**src/design/spq_pkg.sv**
```systemverilog
package spq_pkg;

  // Operation codes carried on in_operation.
  localparam logic OP_PUSH = 1'b0;
  localparam logic OP_POP  = 1'b1;

  // Result status codes.
  localparam logic [1:0] ST_OK    = 2'd0;
  localparam logic [1:0] ST_EMPTY = 2'd1;
  localparam logic [1:0] ST_FULL  = 2'd2;

  typedef enum logic [2:0] {
    S_IDLE,
    S_POP,
    S_SCAN,
    S_INS,
    S_FIN
  } spq_state_t;

endpackage

```
**src/design/spq_ram.sv**
```systemverilog
module spq_ram #(
  parameter int WIDTH = 80,
  parameter int DEPTH = 16
) (
  input  logic                     clk,
  input  logic                     we,
  input  logic [$clog2(DEPTH)-1:0] waddr,
  input  logic [WIDTH-1:0]         wdata,
  input  logic [$clog2(DEPTH)-1:0] raddr,
  output logic [WIDTH-1:0]         rdata
);

  logic [WIDTH-1:0] mem [DEPTH];

  always_ff @(posedge clk) begin
    if (we) begin
      mem[waddr] <= wdata;
    end
    rdata <= mem[raddr];
  end

endmodule

```
**src/design/sorted_priority_queue.sv**
```systemverilog
// A pop on an empty queue, a push on a full one and a push into an empty one go
// straight to S_FIN; a pop reads the head, takes it in S_POP and then goes to
// S_FIN; a push into a non-empty queue scans in S_SCAN, moving each larger stored
// entry one slot back, passes S_INS if every entry was larger, and ends in S_FIN.
// Input is taken only in S_IDLE, after S_FIN registers the result; the single
// read port of the entry memory sets the insertion scan at one entry per cycle.
// Synchronous active-low reset empties the queue; memory contents are not cleared.
module sorted_priority_queue #(
  parameter int DEPTH    = 16,
  parameter int KEY_BITS = 48,
  parameter int TAG_BITS = 32
) (
  input  logic                clk,
  input  logic                rst_n,
  // Input channel.
  input  logic                in_valid,
  output logic                in_stall,
  input  logic                in_operation,
  input  logic [KEY_BITS-1:0] in_key,
  input  logic [TAG_BITS-1:0] in_tag,
  // Result channel.
  output logic                out_valid,
  input  logic                out_stall,
  output logic                out_pop_valid,
  output logic [KEY_BITS-1:0] out_key,
  output logic [TAG_BITS-1:0] out_tag,
  output logic                out_now_empty,
  output logic [1:0]          out_status
);

  // The queue lives in one memory as a circular buffer. Slot head_r holds the
  // smallest key, and the entry at offset i from the head is the i-th in order.
  // A pop reads the head and advances the pointer. A push walks from the tail
  // toward the head, one read per cycle, moving every larger key one slot back,
  // and drops the new item into the gap. The read of offset i-1 and the write to
  // offset i+1 never touch the same entry, so no forwarding is needed.
  localparam int AW  = (DEPTH > 1) ? $clog2(DEPTH) : 1;
  localparam int AW1 = AW + 1;
  localparam int CW  = $clog2(DEPTH + 1);
  localparam int EW  = KEY_BITS + TAG_BITS;
  localparam logic [AW:0]   DEPTH_W = AW1'(DEPTH);
  localparam logic [CW-1:0] DEPTH_C = CW'(DEPTH);

  // Adds an offset to a slot index modulo DEPTH. Both operands are below DEPTH,
  // so one conditional subtract is enough.
  function automatic logic [AW-1:0] wrap_add(input logic [AW-1:0] a,
                                             input logic [AW-1:0] b);
    logic [AW:0] s;
    s = {1'b0, a} + {1'b0, b};
    if (s >= DEPTH_W) begin
      s = s - DEPTH_W;
    end
    return s[AW-1:0];
  endfunction

  spq_pkg::spq_state_t state_r, state_nxt;

  logic [AW-1:0]       head_r, head_nxt;
  logic [CW-1:0]       cnt_r, cnt_nxt;
  logic [AW-1:0]       idx_r, idx_nxt;
  logic [KEY_BITS-1:0] nkey_r, nkey_nxt;
  logic [TAG_BITS-1:0] ntag_r, ntag_nxt;

  // Result of the item in flight, waiting for the output register.
  logic                res_valid_r, res_valid_nxt;
  logic [KEY_BITS-1:0] res_key_r, res_key_nxt;
  logic [TAG_BITS-1:0] res_tag_r, res_tag_nxt;
  logic [1:0]          res_status_r, res_status_nxt;

  // Output register; a result waits here while the core takes the next item.
  logic                out_valid_r, out_valid_nxt;
  logic                out_pop_valid_r, out_pop_valid_nxt;
  logic [KEY_BITS-1:0] out_key_r, out_key_nxt;
  logic [TAG_BITS-1:0] out_tag_r, out_tag_nxt;
  logic                out_now_empty_r, out_now_empty_nxt;
  logic [1:0]          out_status_r, out_status_nxt;

  // Entry memory port signals.
  logic          ram_we;
  logic [AW-1:0] ram_waddr;
  logic [EW-1:0] ram_wdata;
  logic [AW-1:0] ram_raddr;
  logic [EW-1:0] ram_rdata;

  logic [KEY_BITS-1:0] rd_key;
  logic [TAG_BITS-1:0] rd_tag;
  logic                rd_gt;
  logic                q_empty;
  logic                q_full;
  logic                fin_go;
  logic [AW-1:0]       last_off;

  assign rd_key   = ram_rdata[EW-1:TAG_BITS];
  assign rd_tag   = ram_rdata[TAG_BITS-1:0];
  // A stored key equal to the new one stops the scan, which keeps equal keys
  // in arrival order.
  assign rd_gt    = rd_key > nkey_r;
  assign q_empty  = (cnt_r == '0);
  assign q_full   = (cnt_r == DEPTH_C);
  // The output register is free, or its result leaves in this cycle.
  assign fin_go   = !out_valid_r || !out_stall;
  // Offset of the tail entry; only used when the queue is neither empty nor
  // full, so the count fits the offset width.
  assign last_off = AW'(cnt_r - CW'(1));

  assign in_stall = (state_r != spq_pkg::S_IDLE);

  // Next state.
  always_comb begin
    state_nxt = state_r;
    case (state_r)
      spq_pkg::S_IDLE: begin
        if (in_valid) begin
          if (in_operation == spq_pkg::OP_POP) begin
            state_nxt = q_empty ? spq_pkg::S_FIN : spq_pkg::S_POP;
          end else begin
            state_nxt = (q_empty || q_full) ? spq_pkg::S_FIN : spq_pkg::S_SCAN;
          end
        end
      end
      spq_pkg::S_POP: begin
        state_nxt = spq_pkg::S_FIN;
      end
      spq_pkg::S_SCAN: begin
        if (rd_gt) begin
          state_nxt = (idx_r == '0) ? spq_pkg::S_INS : spq_pkg::S_SCAN;
        end else begin
          state_nxt = spq_pkg::S_FIN;
        end
      end
      spq_pkg::S_INS: begin
        state_nxt = spq_pkg::S_FIN;
      end
      spq_pkg::S_FIN: begin
        if (fin_go) begin
          state_nxt = spq_pkg::S_IDLE;
        end
      end
      default: begin
        state_nxt = spq_pkg::S_IDLE;
      end
    endcase
  end

  // Memory accesses and register updates.
  always_comb begin
    head_nxt       = head_r;
    cnt_nxt        = cnt_r;
    idx_nxt        = idx_r;
    nkey_nxt       = nkey_r;
    ntag_nxt       = ntag_r;
    res_valid_nxt  = res_valid_r;
    res_key_nxt    = res_key_r;
    res_tag_nxt    = res_tag_r;
    res_status_nxt = res_status_r;

    out_valid_nxt     = out_valid_r && out_stall;
    out_pop_valid_nxt = out_pop_valid_r;
    out_key_nxt       = out_key_r;
    out_tag_nxt       = out_tag_r;
    out_now_empty_nxt = out_now_empty_r;
    out_status_nxt    = out_status_r;

    ram_we    = 1'b0;
    ram_waddr = head_r;
    ram_wdata = {nkey_r, ntag_r};
    ram_raddr = head_r;

    case (state_r)
      spq_pkg::S_IDLE: begin
        if (in_valid) begin
          nkey_nxt       = in_key;
          ntag_nxt       = in_tag;
          res_valid_nxt  = 1'b0;
          res_key_nxt    = '0;
          res_tag_nxt    = '0;
          res_status_nxt = spq_pkg::ST_OK;
          if (in_operation == spq_pkg::OP_POP) begin
            if (q_empty) begin
              res_status_nxt = spq_pkg::ST_EMPTY;
            end
            // Otherwise the head is read here and returns in S_POP.
          end else if (q_full) begin
            res_status_nxt = spq_pkg::ST_FULL;
          end else if (q_empty) begin
            ram_we    = 1'b1;
            ram_waddr = head_r;
            ram_wdata = {in_key, in_tag};
            cnt_nxt   = cnt_r + CW'(1);
          end else begin
            ram_raddr = wrap_add(head_r, last_off);
            idx_nxt   = last_off;
          end
        end
      end
      spq_pkg::S_POP: begin
        res_valid_nxt = 1'b1;
        res_key_nxt   = rd_key;
        res_tag_nxt   = rd_tag;
        head_nxt      = wrap_add(head_r, AW'(1));
        cnt_nxt       = cnt_r - CW'(1);
      end
      spq_pkg::S_SCAN: begin
        ram_we    = 1'b1;
        ram_waddr = wrap_add(head_r, idx_r + AW'(1));
        if (rd_gt) begin
          // Move the larger entry back one slot and look one slot further up.
          ram_wdata = ram_rdata;
          if (idx_r != '0) begin
            idx_nxt   = idx_r - AW'(1);
            ram_raddr = wrap_add(head_r, idx_r - AW'(1));
          end
        end else begin
          ram_wdata = {nkey_r, ntag_r};
          cnt_nxt   = cnt_r + CW'(1);
        end
      end
      spq_pkg::S_INS: begin
        // Every stored key was larger: the new item becomes the head.
        ram_we    = 1'b1;
        ram_waddr = head_r;
        ram_wdata = {nkey_r, ntag_r};
        cnt_nxt   = cnt_r + CW'(1);
      end
      spq_pkg::S_FIN: begin
        if (fin_go) begin
          out_valid_nxt     = 1'b1;
          out_pop_valid_nxt = res_valid_r;
          out_key_nxt       = res_key_r;
          out_tag_nxt       = res_tag_r;
          out_now_empty_nxt = q_empty;
          out_status_nxt    = res_status_r;
        end
      end
      default: begin
      end
    endcase
  end

  always_ff @(posedge clk) begin
    if (!rst_n) begin
      state_r     <= spq_pkg::S_IDLE;
      head_r      <= '0;
      cnt_r       <= '0;
      out_valid_r <= 1'b0;
    end else begin
      state_r     <= state_nxt;
      head_r      <= head_nxt;
      cnt_r       <= cnt_nxt;
      out_valid_r <= out_valid_nxt;
    end
  end

  // Payload registers carry no reset.
  always_ff @(posedge clk) begin
    idx_r           <= idx_nxt;
    nkey_r          <= nkey_nxt;
    ntag_r          <= ntag_nxt;
    res_valid_r     <= res_valid_nxt;
    res_key_r       <= res_key_nxt;
    res_tag_r       <= res_tag_nxt;
    res_status_r    <= res_status_nxt;
    out_pop_valid_r <= out_pop_valid_nxt;
    out_key_r       <= out_key_nxt;
    out_tag_r       <= out_tag_nxt;
    out_now_empty_r <= out_now_empty_nxt;
    out_status_r    <= out_status_nxt;
  end

  spq_ram #(
    .WIDTH(EW),
    .DEPTH(DEPTH)
  ) u_ram (
    .clk  (clk),
    .we   (ram_we),
    .waddr(ram_waddr),
    .wdata(ram_wdata),
    .raddr(ram_raddr),
    .rdata(ram_rdata)
  );

  assign out_valid     = out_valid_r;
  assign out_pop_valid = out_pop_valid_r;
  assign out_key       = out_key_r;
  assign out_tag       = out_tag_r;
  assign out_now_empty = out_now_empty_r;
  assign out_status    = out_status_r;

endmodule

```
**config.mk**
```make
export PLATFORM = sky130hd
export DESIGN_NAME = sorted_priority_queue
export DESIGN_NICKNAME = d
export VERILOG_FILES = /design/src/design/spq_pkg.sv /design/src/design/spq_ram.sv /design/src/design/sorted_priority_queue.sv
export SDC_FILE = /design/constraint.sdc
export NUM_CORES = 2
export LEC_CHECK = 0
export BUFFER_PORTS_ARGS = -buffer_cell sky130_fd_sc_hd__buf_4
export CAP_MARGIN = 20
export CORE_MARGIN = 2
export CORE_UTILIZATION = 56
export CTS_CLUSTER_SIZE = 8
export DETAILED_ROUTE_END_ITERATION = 7
export MAX_ROUTING_LAYER = met4
export PLACE_DENSITY = 0.78
export SYNTH_ARGS = -nofsm -noshare
export SYNTH_HDL_FRONTEND = slang
export SYNTH_SLANG_ARGS = --single-unit
```
**constraint.sdc**
```tcl
create_clock -name clk -period 6.05 [get_ports clk]
set_input_delay 0.9075 -clock clk [delete_from_list [all_inputs] [get_ports clk]]
set_output_delay 0.9075 -clock clk [all_outputs]
set_load 0.05 [all_outputs]
```
==> reports/qor_table.md <==
| Quantity | Value | Unit |
| --- | --- | --- |
| Internal power | 24.7 | mW |
| Cell area after technology mapping | 0.0643 | mm2 |
| Number of H-tree levels | 4 | - |
| Worst-Margin Slew | 1170 | ps |
| Peak Freq | 201 | MHz |
| Setup repair after global routing missed its margin | no | - |
| WS Path Type | reg -> reg | - |
| Instance count of the mapped netlist | 4,388 | - |
| Fraction of post-synthesis cell area in the top cell type by area | 0.715 | - |
| Worst hold path class | in -> reg | - |
| Number of hold violations in the final report | 0 | - |
| Vias in the first global route | 40,193 | - |
| Sequential cell area | 0.0478 | mm2 |
| Core area | 0.114 | mm2 |
| Gate power share | 0.274 | - |
| Remaining Overflow, GRT | 0 | - |
| Die Wd | 343 | um |
| Reported max-cap violation count | 0 | - |
| Seq/Total Area, Yosys | 0.744 | - |
| Critical path origin | nkey_r[26] | - |
| Initial Util | 0.564 | - |
| Pin count of the biggest net entering global routing | 91 | - |
| Part of the total power dissipated in the clock network | 0.308 | - |
| Compound-Gate Fraction of Synth Area | 0.0674 | - |
| Final setup margin | 1070 | ps |
| Layout Skew | 42.3 | ps |
| Number of I/O pins | 171 | - |
| Die area | 0.118 | mm2 |
| DRT Wirelength | 176,000 | um |
| Number of antenna violations at the first check in global routing | 7 | - |
| Final setup violating endpoints | 0 | - |
| Filler Cells Inserted | 7,557 | - |
| Switching share of power | 0.333 | - |
| Largest family of logic cells by synthesized area | simple AND/OR/NAND/NOR gates | - |
| Total setup buffers inserted after CTS | 0 | - |
| Port Buffer Count | 170 | - |
| Fraction of synthesis flops using an asynchronous set or reset pin | 0 | - |
| Hold bufs inserted after CTS | 0 | - |
| Dominant cell type by area after synthesis | sky130_fd_sc_hd__edfxtp_1 | - |
| Library cells used by synthesis | 69 | - |
| Placed wire-length estimate | 92,300 | um |
| Area of the multi-input gates | 0.0151 | mm2 |
| Share of cell area taken by muxes after synthesis | 0.0466 | - |
| Sequential share of power | 0.418 | - |
| Post-Place Worst Slack | 1290 | ps |
| Total design power | 37.0 | mW |
| Count of TritonRoute iterations in the first routing pass | 8 | - |
| Startpoint of the worst hold path | in_tag[22] | - |
| CP Capture Type | flop | - |
| Number of placement rows | 124 | - |
| Worst skew pair latency | 820 | ps |
| Mean routed wirelength per cell | 27.8 | um |
| Adder and majority gate portion of the synthesized area | 0.0128 | - |
| Number of synthesized flops with an enable pin | 1,531 | - |
| Worst-case clock buffer depth | 3 | - |
| Syn-to-layout area delta | 15.6 | % |
| Die H | 343 | um |
| YS warnings | 0 | - |
| Leakage power total | 25.3 | nW |
| Clk root buf | sky130_fd_sc_hd__clkbuf_16 | - |
| TritonCTS sink count | 1,624 | - |
| Drt first-iter violations | 6,572 | - |
| Total clock buffers created by CTS | 221 | - |
| Clock transition time at the flip-flop clock pins of the worst setup and hold paths | 50 | ps |
| Simple-gate share of the synthesized area | 0.102 | - |
| Startpoint type of the worst setup path | flop | - |
| Final sum of negative setup slack | 0 | ps |
| Synthesis-stage register bit count | 1,624 | - |
| Post-synthesis xor/xnor area fraction | 0.00272 | - |
| GRT Util Overall | 0.306 | - |
| Wire length of the first global-routing pass | 257,000 | um |
| Synth Net Count | 4,537 | - |
| Switching power summed over all nets | 12.3 | mW |
| Most common cell in the synthesized netlist | sky130_fd_sc_hd__edfxtp_1 | - |
| Synth area leaders | sky130_fd_sc_hd__edfxtp_1, sky130_fd_sc_hd__nand2_1, sky130_fd_sc_hd__mux2i_1 | - |
| Critical path data required time | 6720 | ps |
| Commonest cells post-synth | sky130_fd_sc_hd__edfxtp_1, sky130_fd_sc_hd__nand2_1, sky130_fd_sc_hd__nand3_1 | - |
| Routed vias | 40,884 | - |
| Critical Path AT | 5650 | ps |
| Remaining antenna violation count after routing | 0 | - |
| Avg Vias per Cell | 6.46 | - |
| Relative slew slack | 0.220 | - |
| Final critical delay including setup and external delays | 4980 | ps |
| Placer congestion estimate | 0.881 | - |
| Count of nets after finishing | 4,787 | - |
| CP max FO | 17 | - |
| Share of the clock period used by the worst path | 0.823 | - |
| Power Dens Cells | 498 | mW/mm2 |
| Worst vdd rail ir drop | 628 | uV |
| Clock tree from TritonCTS | yes | - |
| Layout cell share with drive strength beyond 1 | 0.134 | - |
| Post-Syn Area per Cell | 14.7 | um2 |
| Ys flop type | sky130_fd_sc_hd__edfxtp_1 | - |
| Resize count post-CTS | 0 | - |
| Total count of max-transition violations in the final report | 0 | - |
| Status | finished clean | - |
| DR DRC count | 0 | - |
| Reg-to-reg critical path startpoint | nkey_r[26] | - |
layer usage:
metal | share of wire | GRT usage | routed length (um)
met1 | 0.37 | 0.407 | 65200
met2 | 0.46 | 0.453 | 80100
met3 | 0.14 | 0.0795 | 24300
met4 | 0.036 | 0.122 | 6300
met5 | 0 | - | 0
worst paths after layout:
check / cells after the start / slack, ps / end
worst min-delay path: 1 / 280 / ntag_r[22]
worst max register to register: 13 / 1070 / u_ram.rdata[50]
worst min register to register: 0 / 390 / out_key[39]
worst max-delay path: 13 / 1070 / u_ram.rdata[50]
placed cells by master, fill, tap and decap left out, types with 34 or more instances in the layout:
cell                        count
sky130_fd_sc_hd__mux2i_1      298
sky130_fd_sc_hd__buf_12        36
sky130_fd_sc_hd__o31ai_2       58
sky130_fd_sc_hd__a32o_1       118
sky130_fd_sc_hd__nand3_1      375
sky130_fd_sc_hd__nand4_1       34
sky130_fd_sc_hd__inv_1         97
sky130_fd_sc_hd__buf_4        258
sky130_fd_sc_hd__dfxtp_1       92
sky130_fd_sc_hd__and2_1        87
sky130_fd_sc_hd__o22ai_1       80
sky130_fd_sc_hd__o2111ai_1     59
sky130_fd_sc_hd__a222oi_1      41
sky130_fd_sc_hd__clkbuf_1     150
sky130_fd_sc_hd__nand2_1      862
sky130_fd_sc_hd__edfxtp_1    1531
sky130_fd_sc_hd__clkbuf_16    221
sky130_fd_sc_hd__nor2_1        44
sky130_fd_sc_hd__a21oi_1      102
sky130_fd_sc_hd__ha_1          61
logic make-up after synthesis:
family	count (synthesis)
adder cells (fa/ha/maj)	64
flip-flops	1624
multiplexers	299
AO/OA/AOI/OAI	526
AND/OR/NAND/NOR	1488
buffers and inverters	367
XOR/XNOR	20
through the flow:
| step | instances | area (um2) | hold WS, ps | util |
|---|---|---|---|---|
| floorplan | 4388 | 64300 | 400 | - |
| global placement | 5922 | 67900 | 401 | 0.595 |
| detailed placement | 5922 | 67900 | 405 | 0.595 |
| CTS | 6311 | 74200 | 239 | 0.651 |
| global route | 6323 | 74300 | 267 | 0.652 |
| finish | 6324 | 74300 | 276 | 0.652 |
sequential cells by signal, indices dropped and copies added (netlist names):
| register | flops |
|---|---|
| u_ram.mem | 1280 |
| u_ram.rdata | 80 |
| nkey_r | 48 |
| out_key | 48 |
| res_key_r | 48 |
| ntag_r | 32 |
| out_tag | 32 |
| res_tag_r | 32 |
| cnt_r | 5 |
| head_r | 4 |
| idx_r | 4 |
| state_r | 3 |
| out_status | 2 |
| res_status_r | 2 |
| out_now_empty | 1 |
| out_pop_valid | 1 |
| out_valid | 1 |
| res_valid_r | 1 |
critical path: stages (launching register included):
cell	delay (ps)
sky130_fd_sc_hd__edfxtp_1	370
sky130_fd_sc_hd__inv_1	70
sky130_fd_sc_hd__ha_1	330
sky130_fd_sc_hd__nand4_1	210
sky130_fd_sc_hd__nor4_2	830
sky130_fd_sc_hd__o311a_2	380
sky130_fd_sc_hd__a221oi_2	70
sky130_fd_sc_hd__buf_4	190
sky130_fd_sc_hd__or4_1	660
sky130_fd_sc_hd__and2_1	280
sky130_fd_sc_hd__nor2_4	640
sky130_fd_sc_hd__buf_4	450
sky130_fd_sc_hd__a32o_1	270
sky130_fd_sc_hd__o31ai_2	80
layout make-up:
cell class,count,area share
Sequential cell,1624,0.644
Multi-Input combinational cell,2397,0.204
Clock buffer,373,0.0824
Timing Repair Buffer,294,0.0358
Tap cell,1512,0.0255
Inverter,100,0.00507
Clock inverter,16,0.00352
Antenna cell,8,0.000269
power groups by stage:
stage / registers, mW / clock network, mW / logic (mW)
after floorplan: 15.9 / 0 / 5.95
after global placement: 15.6 / 0 / 9.52
after detailed placement: 15.6 / 0 / 9.79
after CTS: 15.4 / 11.4 / 9.90
after global routing: 15.5 / 11.9 / 10.7
final: 15.5 / 11.4 / 10.1
No activity file was read; power rests on OpenSTA's default activity.
